### src/design/rptr_pkg.sv
`timescale 1ns / 1ps
// ----------------------------------------------------------------------------
// rptr_pkg: shared types and constants of the reader progress rank tracker
// Field widths, default store sizes, command codes, controller states and the
// status bundle of the serial divider.
// ----------------------------------------------------------------------------
package rptr_pkg;

  // Field widths of one input beat and one result beat
  localparam int UID_W   = 12;
  localparam int PG_W    = 10;
  localparam int SHARE_W = 17;

  localparam int IN_TDATA_W  = 24;  // user_id + pages_read, padded to bytes
  localparam int OUT_TDATA_W = 32;  // user_id_echo + rank_fraction, padded

  // Default store sizes
  localparam int DEF_USER_SLOTS = 4096;
  localparam int DEF_PAGE_SLOTS = 1024;
  localparam int DEF_CNT_W      = $clog2(DEF_USER_SLOTS + 1);

  // 1.0 in Q1.16
  localparam logic [SHARE_W-1:0] FULL_SHARE = 17'h10000;

  typedef enum logic [0:0] {
    CMD_UPDATE = 1'b0,
    CMD_QUERY  = 1'b1
  } cmd_e;

  typedef enum logic [3:0] {
    ST_CLEAR,
    ST_IDLE,
    ST_USER,
    ST_DEC,
    ST_INC_RD,
    ST_INC,
    ST_SUM,
    ST_DIV_GO,
    ST_DIV,
    ST_OUT
  } state_e;

  typedef struct packed {
    logic busy;
    logic done;
  } div_stat_t;

endpackage

### src/design/rptr_div.sv
`timescale 1ns / 1ps
// ----------------------------------------------------------------------------
// rptr_div: serial Q1.16 share divider
// Restoring division of num * 2^16 by den, one quotient bit per cycle,
// quotient clamped to 1.0.
// ----------------------------------------------------------------------------
module rptr_div
  import rptr_pkg::*;
#(
  parameter int CNT_W = DEF_CNT_W
) (
  input  logic               clk_i,
  input  logic               rst_ni,
  input  logic               start_i,
  input  logic [CNT_W-1:0]   num_i,
  input  logic [CNT_W-1:0]   den_i,
  output div_stat_t          stat_o,
  output logic [SHARE_W-1:0] quo_o
);

  localparam int W   = CNT_W + 16;
  localparam int StW = $clog2(W + 1);

  logic [W-1:0]     rq_q, rq_d;
  logic [CNT_W-1:0] rem_q, rem_d;
  logic [CNT_W-1:0] den_q, den_d;
  logic [StW-1:0]   cnt_q, cnt_d;
  logic             busy_q, busy_d;
  logic             done_q, done_d;

  logic [CNT_W:0]   rem_ext;
  logic [CNT_W:0]   rem_sub;
  logic             ge;

  always_comb begin
    rem_ext = {rem_q, rq_q[W-1]};
    rem_sub = rem_ext - {1'b0, den_q};
    ge      = rem_ext >= {1'b0, den_q};
    rq_d    = rq_q;
    rem_d   = rem_q;
    den_d   = den_q;
    cnt_d   = cnt_q;
    busy_d  = busy_q;
    done_d  = 1'b0;
    if (start_i) begin
      rq_d   = {num_i, 16'h0000};
      rem_d  = '0;
      den_d  = den_i;
      cnt_d  = StW'(W);
      busy_d = 1'b1;
    end else if (busy_q) begin
      // shift in one dividend bit, subtract when it fits
      rem_d = ge ? rem_sub[CNT_W-1:0] : rem_ext[CNT_W-1:0];
      rq_d  = {rq_q[W-2:0], ge};
      cnt_d = cnt_q - StW'(1);
      if (cnt_q == StW'(1)) begin
        busy_d = 1'b0;
        done_d = 1'b1;
      end
    end
  end

  always_ff @(posedge clk_i or negedge rst_ni) begin
    if (!rst_ni) begin
      busy_q <= 1'b0;
      done_q <= 1'b0;
      cnt_q  <= '0;
    end else begin
      busy_q <= busy_d;
      done_q <= done_d;
      cnt_q  <= cnt_d;
    end
  end

  always_ff @(posedge clk_i) begin
    rq_q  <= rq_d;
    rem_q <= rem_d;
    den_q <= den_d;
  end

  assign stat_o.busy = busy_q;
  assign stat_o.done = done_q;
  assign quo_o = (rq_q > W'(FULL_SHARE)) ? FULL_SHARE : rq_q[SHARE_W-1:0];

  a_busy_done_excl: assert property (@(posedge clk_i) disable iff (!rst_ni)
    !(busy_q && done_q))
    else $error("divider busy and done together");

  a_done_after_busy: assert property (@(posedge clk_i) disable iff (!rst_ni)
    done_q |-> $past(busy_q))
    else $error("divider done without a running division");

  a_start_busy: assert property (@(posedge clk_i) disable iff (!rst_ni)
    start_i |=> busy_q)
    else $error("divider did not start");

endmodule
### config.mk
export PLATFORM = sky130hd
export DESIGN_NAME = rptr_div
export DESIGN_NICKNAME = d
export VERILOG_FILES = /design/src/design/rptr_pkg.sv /design/src/design/rptr_div.sv
export SDC_FILE = /design/constraint.sdc
export NUM_CORES = 1
export LEC_CHECK = 0
export BUFFER_PORTS_ARGS = -buffer_cell sky130_fd_sc_hd__buf_4
export CORE_MARGIN = 10
export CORE_UTILIZATION = 57
export DETAILED_ROUTE_END_ITERATION = 8
export PLACE_DENSITY = 0.79
export SYNTH_ARGS = -nofsm -noshare
export SYNTH_HDL_FRONTEND = slang
export SYNTH_SLANG_ARGS = --single-unit
### constraint.sdc
create_clock -name clk_i -period 3.1 [get_ports clk_i]
set_input_delay 0.31 -clock clk_i [delete_from_list [all_inputs] [get_ports clk_i]]
set_output_delay 0.31 -clock clk_i [all_outputs]
set_load 0.01 [all_outputs]
==> results of run 1 <==
==> area by class of cell <==
cell class	instances	area (um2)	area share, %
Timing Repair Buffer	51	385.4	9.796
Multi-Input combinational cell	235	1663	42.27
Inverter	19	71.32	1.813
Sequential cell	62	1538	39.09
Tap cell	75	93.84	2.385
Clock buffer	11	152.6	3.880
Clock inverter	5	30.03	0.7634
==> cell families after synthesis <==
family	after synthesis	synth area share, %
and+or+nand+nor	115	18.05
muxes	17	5.057
DFF	62	45.33
buffers and inverters	39	5.611
xor gates and xnor gates	12	3.101
AOI/OAI and AO/OA	75	16.72
adders and majority gates	16	6.128
==> what timing repair did <==
action	4_1_cts	5_1_grt
hold buffers	1	0
endpoints found under the hold margin	7	0
resized for setup	0	0
==> where the power goes <==
part	switching [uW]	leakage, uW	total (uW)	internal [uW]
Sequential	105	0.000580	1080	976
Clock	328	0.0000951	665	337
Combinational	598	0.00110	1100	503
Total	1030	0.00178	2850	1820
==> through the flow <==
step | util [%] | cells | setup WS [ps] | hold slack (ps) | total power [uW]
after floorplan | - | 336 | 683.0 | 14.41 | 1930
after global routing | 67.24 | 458 | 133.8 | 128.1 | 3025
after detailed placement | 63.94 | 441 | 352.9 | 126.8 | 2164
final | 67.24 | 458 | 339.8 | 144.6 | 2848
after global placement | 63.94 | 441 | 478.7 | 125.5 | 2127
after CTS | 67.24 | 458 | 322.5 | 131.9 | 2834
==> flip-flops by register name, indices dropped and copies added (netlist names) <==
| name | cells |
|---|---|
| done_q | 1 |
| den_q | 13 |
| rq_q | 29 |
| rem_q | 13 |
| busy_q | 1 |
| cnt_q | 5 |
==> how the worst min path moves through the flow <==
stage | cells past startpoint | slack [ps] | endpoint | start
CTS | 1 | 130 | den_q[8] | den_i[8]
finish | 1 | 140 | den_q[6] | den_i[6]
floorplan | 0 | 10 | busy_q | rst_ni
global route | 1 | 130 | den_q[5] | den_i[5]
detailed placement | 1 | 130 | done_q | rst_ni
global placement | 1 | 130 | done_q | rst_ni
==> metal layers <==
metal | wire length, um | share of wire [%] | up-vias
li1 | - | - | 1315
met1 | 3267 | 44 | 1263
met2 | 3520 | 48 | 87
met3 | 503 | 6.8 | 15
met4 | 115 | 1.6 | 0
met5 | 0 | 0 | -
==> placed cells by master, fill, tap and decap left out, types with 3 or more instances in the layout <==
master | netlist | routed
nor4_1 | 9 | 9
a22o_1 | 10 | 10
buf_4 | 6 | 50
xor2_1 | 4 | 4
a21oi_1 | 10 | 10
xnor2_1 | 8 | 8
edfxtp_1 | 26 | 26
clkbuf_8 | 0 | 9
or2_2 | 4 | 4
nand3_1 | 14 | 14
nor3_1 | 4 | 4
mux2i_1 | 16 | 16
dfxtp_1 | 29 | 29
inv_1 | 19 | 19
nand2_1 | 13 | 13
nor2_1 | 31 | 31
a21o_1 | 6 | 6
a311oi_2 | 3 | 3
nand2b_1 | 6 | 6
o21ai_0 | 9 | 9
a211oi_1 | 4 | 4
ha_1 | 15 | 15
a311oi_1 | 9 | 9
o21ai_1 | 7 | 7
dfrtp_1 | 7 | 6
and2_1 | 16 | 16
nor2b_1 | 4 | 4
==> flow_summary_export.csv, run 1 <==
group,metric,value,unit
logic_synthesis,synth-edff-count,26,
logic_synthesis,synth_commonest_cells,"nor2_1, dfxtp_1, edfxtp_1",
sta,setup_viol,0,
global_routing,grt_max_degree,70,
clocking,tritoncts,"yes",
global_routing,use_met1,19.87,%
clocking,clock_sinks,62,
sta,period_share,89.04,%
place,gp_congestion,0.8014,
critical_path,worstSetupEndpoint,"rem_q[0]",
logic_synthesis,syn-num-nets,381,
sta,post-route-min-period,2760,ps
global_routing,grtUsageTotal,15.39,%
global_routing,grtUsageMet2,23.56,%
floorplan,dieArea,9431,um2
critical_path,ff2ff_setup_slack,340,ps
clocking,clock_latency,340,ps
sta,fin_tns_setup,0,ps
clocking,cts_buffers,9,
detailed_routing,drtIter0Drc,206,
detailed_routing,final_antenna_net_count,0,
critical_path,worst-path-max-fanout,13,
critical_path,reg2reg_depth,10,
sta,max_freq,362.3,MHz
logic_synthesis,synth.most_common_cell,"nor2_1",
layout,finish.instance_area,3934,um2
critical_path,crit_path_start,"rq_q[28]",
critical_path,crit_chain,"inv_1 > ha_1 > inv_1 > fa_1 > a211oi_1 > o21ai_0 > a21oi_2 > a21o_2 > a211oi_1 > or3_1",
logic_synthesis,synth-seq-area-share,45.33,%
logic_synthesis,synth_warnings,0,
logic_synthesis,yosysTopAreaCellShare,23.03,%
logic_synthesis,synth.area.top_cells,"edfxtp_1, dfxtp_1, ha_1",
detailed_routing,drt_wl_total,7406,um
critical_path,cp_data_arrival_time,2980,ps
layout,area_growth,16.06,%
logic_synthesis,netlist-cell-type-count,58,
sta,timing.final.hold_violations,0,
clocking,clockRootBuffer,"clkbuf_8",
sta,final_max_slew_viol_count,0,
sta,rsz0062_at_grt,"no",
logic_synthesis,async_flop_share,11.29,%
critical_path,startpoint_type,"register",
logic_synthesis,ys_ff_latch,62,
place,port_buffers,47,
logic_synthesis,synth_ff_type,"dfxtp_1",
flow_run,cap_violations,0,
logic_synthesis,netlist_instances,336,
critical_path,slowest_delay,410,ps
critical_path,reg2reg_from,"rq_q[28]",
global_routing,grt_pass1_vias,2521,
logic_synthesis,syn_area_per_cell,10.09,um2
detailed_routing,vias,2680,
power_and_ir_drop,p_per_area,723.9,nW/um2
global_routing,grt_pass1_wl,12190,um
clocking,clk_pin_slew_worst_paths,70,ps
worst_hold_path,hold_path_class,"in2reg",
clocking,clockBufferDepth,2,
layout,num-nets-final,423,
critical_path,reg2reg_to,"rem_q[0]",
place,placed_area,3741,um2
critical_path,crit_family,"compound AO/OA/AOI/OAI gates",
sta,slew_headroom,44.00,%
critical_path,slowest_stage,"edfxtp_1",
floorplan,die_x,97.12,um
sta,worstMarginPinSlew,838.3,ps
floorplan,initial_core_util,57.93,%
layout,drive_gt1_share,22.19,%
global_routing,busiest_layer,"met2",
detailed_routing,drtPass1Iterations,5,
floorplan,fp-row-count,28,
clocking,post_cts_buffers,0,
place,hpwl,5090,um
global_routing,antenna_found_initial,0,
critical_path,worst-path-buf-inv,2,
status,run_status,"complete, no violations",
floorplan,io_pins,48,
critical_path,cp.depth,10,
layout,diodes,0,
detailed_routing,avgRoutedWirePerCell,16.17,um
critical_path,crit_type,"reg2reg",
power_and_ir_drop,ir_worst_vdd,0.4636,mV
clocking,cts-htree-levels,3,
critical_path,cp.required,3320,ps
global_routing,grt_use_met3,4.339,%
detailed_routing,drc_errors,0,
floorplan,fp.dieH,97.12,um
floorplan,core,5851,um2
layout,fill_cells,480,
detailed_routing,vias_per_cell,5.852,
sta,finClkSkew,6.554,ps
critical_path,cp-end-kind,"register",
global_routing,gr-total-overflow,0,
power_and_ir_drop,leakage,0.001780,uW
logic_synthesis,yosysTopAreaCell,"edfxtp_1",
logic_synthesis,syn_area,3390,um2
Note: power is estimated with default switching activity, not from simulation.
==> run 2: changes to the inputs <==
--- a/config.mk
+++ b/config.mk
@@ -7,9 +7,11 @@
 export LEC_CHECK = 0
 export BUFFER_PORTS_ARGS = -buffer_cell sky130_fd_sc_hd__buf_4
 export CORE_MARGIN = 10
-export CORE_UTILIZATION = 57
+export CORE_UTILIZATION = 62
+export CTS_BUF_LIST = sky130_fd_sc_hd__clkbuf_16
 export DETAILED_ROUTE_END_ITERATION = 8
-export PLACE_DENSITY = 0.79
+export PLACE_DENSITY = 0.85
+export SKIP_LAST_GASP = 1
 export SYNTH_ARGS = -nofsm -noshare
 export SYNTH_HDL_FRONTEND = slang
 export SYNTH_SLANG_ARGS = --single-unit
==> constraint.sdc (replaced) <==
create_clock -name clk_i -period 3.2 [get_ports clk_i]
set_input_delay 0.32 -clock clk_i [delete_from_list [all_inputs] [get_ports clk_i]]
set_output_delay 0.32 -clock clk_i [all_outputs]
set_load 0.01 [all_outputs]
==> run 2 against run 1 <==
Critical path depth is the same. Critical path type unchanged. Clock power grew 45%. Critical endpoint is now rem_q[2]. Largest cell class unchanged. Highest routed layer unchanged. Sequential share of layout area shrank 1.0 points.
==> flow_summary_export.csv, run 2 (same netlist as run 1, synthesis figures left out) <==
group,metric,value,unit
detailed_routing,drc_errors,0,
global_routing,grt_pass1_vias,2772,
clocking,clk_pin_slew_worst_paths,50,ps
sta,timing.final.hold_violations,0,
detailed_routing,vias_per_cell,5.909,
critical_path,crit_type,"reg2reg",
power_and_ir_drop,pwr-share-comb,34.8,%
sta,slew_headroom,46.39,%
critical_path,reg2reg_depth,10,
layout,reg_top3,"rq_q (29), den_q (13), rem_q (13)",
floorplan,dieArea,8825,um2
layout,largest-register,"rq_q",
sta,final_max_slew_viol_count,0,
power_and_ir_drop,ir_worst_vdd,0.5007,mV
clocking,cts.hold.buffers_added,1,
place,dp_slack,491.7,ps
worst_hold_path,hold_path_depth,1,
critical_path,cp.required,3380,ps
sta,fin_tns_setup,0,ps
power_and_ir_drop,clkPwrFrac,31.2,%
sta,finClkSkew,4.692,ps
worst_hold_path,hold_path_class,"in2reg",
layout,drive_gt1_share,22.25,%
place,port_buffers,47,
floorplan,initial_core_util,65.12,%
sta,rsz0062_at_grt,"no",
detailed_routing,avgRoutedWirePerCell,17.13,um
layout,final_common_cell,"buf_4",
sta,fin_hold_ws,166.4,ps
floorplan,fp-row-count,26,
sta,setup_viol,0,
sta,post-route-min-period,2762,ps
sta,worst_slack,437.9,ps
detailed_routing,drtIter0Drc,209,
global_routing,antenna_found_initial,0,
critical_path,cp_data_arrival_time,2940,ps
layout,final_cell_mix,"buf_4, nor2_1, dfxtp_1",
clocking,clock_sinks,62,
place,gp_congestion,0.8322,
layout,largest_register_ffs,29,
floorplan,fp.dieH,93.94,um
layout,finish.instance_area,4039,um2
detailed_routing,drt_wl_total,7741,um
clocking,clockRootBuffer,"clkbuf_16",
critical_path,startpoint_type,"register",
detailed_routing,drtPass1Iterations,4,
clocking,ctsResizeCount,0,
clocking,cts_buffers,9,
layout,fill_cells,341,
power_and_ir_drop,p_seq_share,34.0,%
layout,area_growth,19.16,%
power_and_ir_drop,p_int,2048,uW
sta,worstMarginPinSlew,804.1,ps
status,run_status,"complete, no violations",
power_and_ir_drop,p_per_area,764.7,nW/um2
detailed_routing,final_antenna_net_count,0,
layout,diodes,0,
global_routing,grt_max_degree,70,
critical_path,worst-path-max-fanout,14,
critical_path,cp-end-kind,"register",
place,hpwl,5172,um
flow_run,cap_violations,0,
clocking,clockBufferDepth,2,
place,placed_area,3727,um2
clocking,clock_latency,330,ps
power_and_ir_drop,switching_share,33.68,%
floorplan,core,5205,um2
power_and_ir_drop,leakage,0.001836,uW
global_routing,grtUsageTotal,18.18,%
floorplan,io_pins,48,
sta,period_share,86.32,%
power_and_ir_drop,power.switching,1040,uW
sta,max_freq,362.0,MHz
layout,num-nets-final,422,
global_routing,grt_pass1_wl,12880,um
clocking,tritoncts,"yes",
detailed_routing,vias,2671,
global_routing,gr-total-overflow,0,
clocking,post_cts_buffers,0,
clocking,cts-htree-levels,3,
floorplan,die_x,93.94,um
power_and_ir_drop,totalPowerFinal,3089,uW
-- run 2: critical path: stages (launching register included) --
cell	delay, ps
edfxtp_1	400
inv_1	80
ha_1	160
inv_1	50
fa_1	420
a211oi_1	250
o21ai_0	170
a21oi_2	270
a21oi_4	160
or4_1	520
o311ai_0	130
-- run 2: layer usage --
metal | global-route usage [%] | vias up | wire [um]
li1 | - | 1307 | -
met1 | 21.88 | 1262 | 3386
met2 | 28.40 | 88 | 3747
met3 | 7.354 | 14 | 485
met4 | 6.962 | 0 | 121
met5 | 0 | - | 0
-- run 2: area by class of cell --
cell class / instances / area [um2] / share of cell area, %
clock inverters: 5 / 26.28 / 0.6506
flip-flops and latches: 62 / 1538 / 38.07
repair buffers: 50 / 377.9 / 9.356
inverters: 19 / 71.32 / 1.766
clock buffers: 11 / 275.3 / 6.815
well taps: 70 / 87.58 / 2.169
multi-input cells: 235 / 1663 / 41.17
-- run 2: worst paths after layout --
path	to	slack (ps)	start
max	rem_q[2]	440	rq_q[28]
min	den_q[8]	170	den_i[8]
max reg2reg	rem_q[2]	440	rq_q[28]
min reg2reg	rem_q[10]	510	rem_q[10]
max in group asynchronous	busy_q	2720	rst_ni
min in group asynchronous	cnt_q[0]	350	rst_ni
-- run 2: power groups by stage --
stage	Sequential, uW	Combinational, uW	Clock (uW)
after CTS	1050	1060	972
after global placement	1060	997	0
after global routing	1060	1180	1010
after detailed placement	1060	1030	0
final	1050	1070	963
after floorplan	1030	842	0
-- run 2: per-stage QoR --
step	utilization (%)	instances
final	77.60	452
after floorplan	-	336
after CTS	77.60	452
after global placement	71.61	435
after global routing	77.60	452
after detailed placement	71.61	435
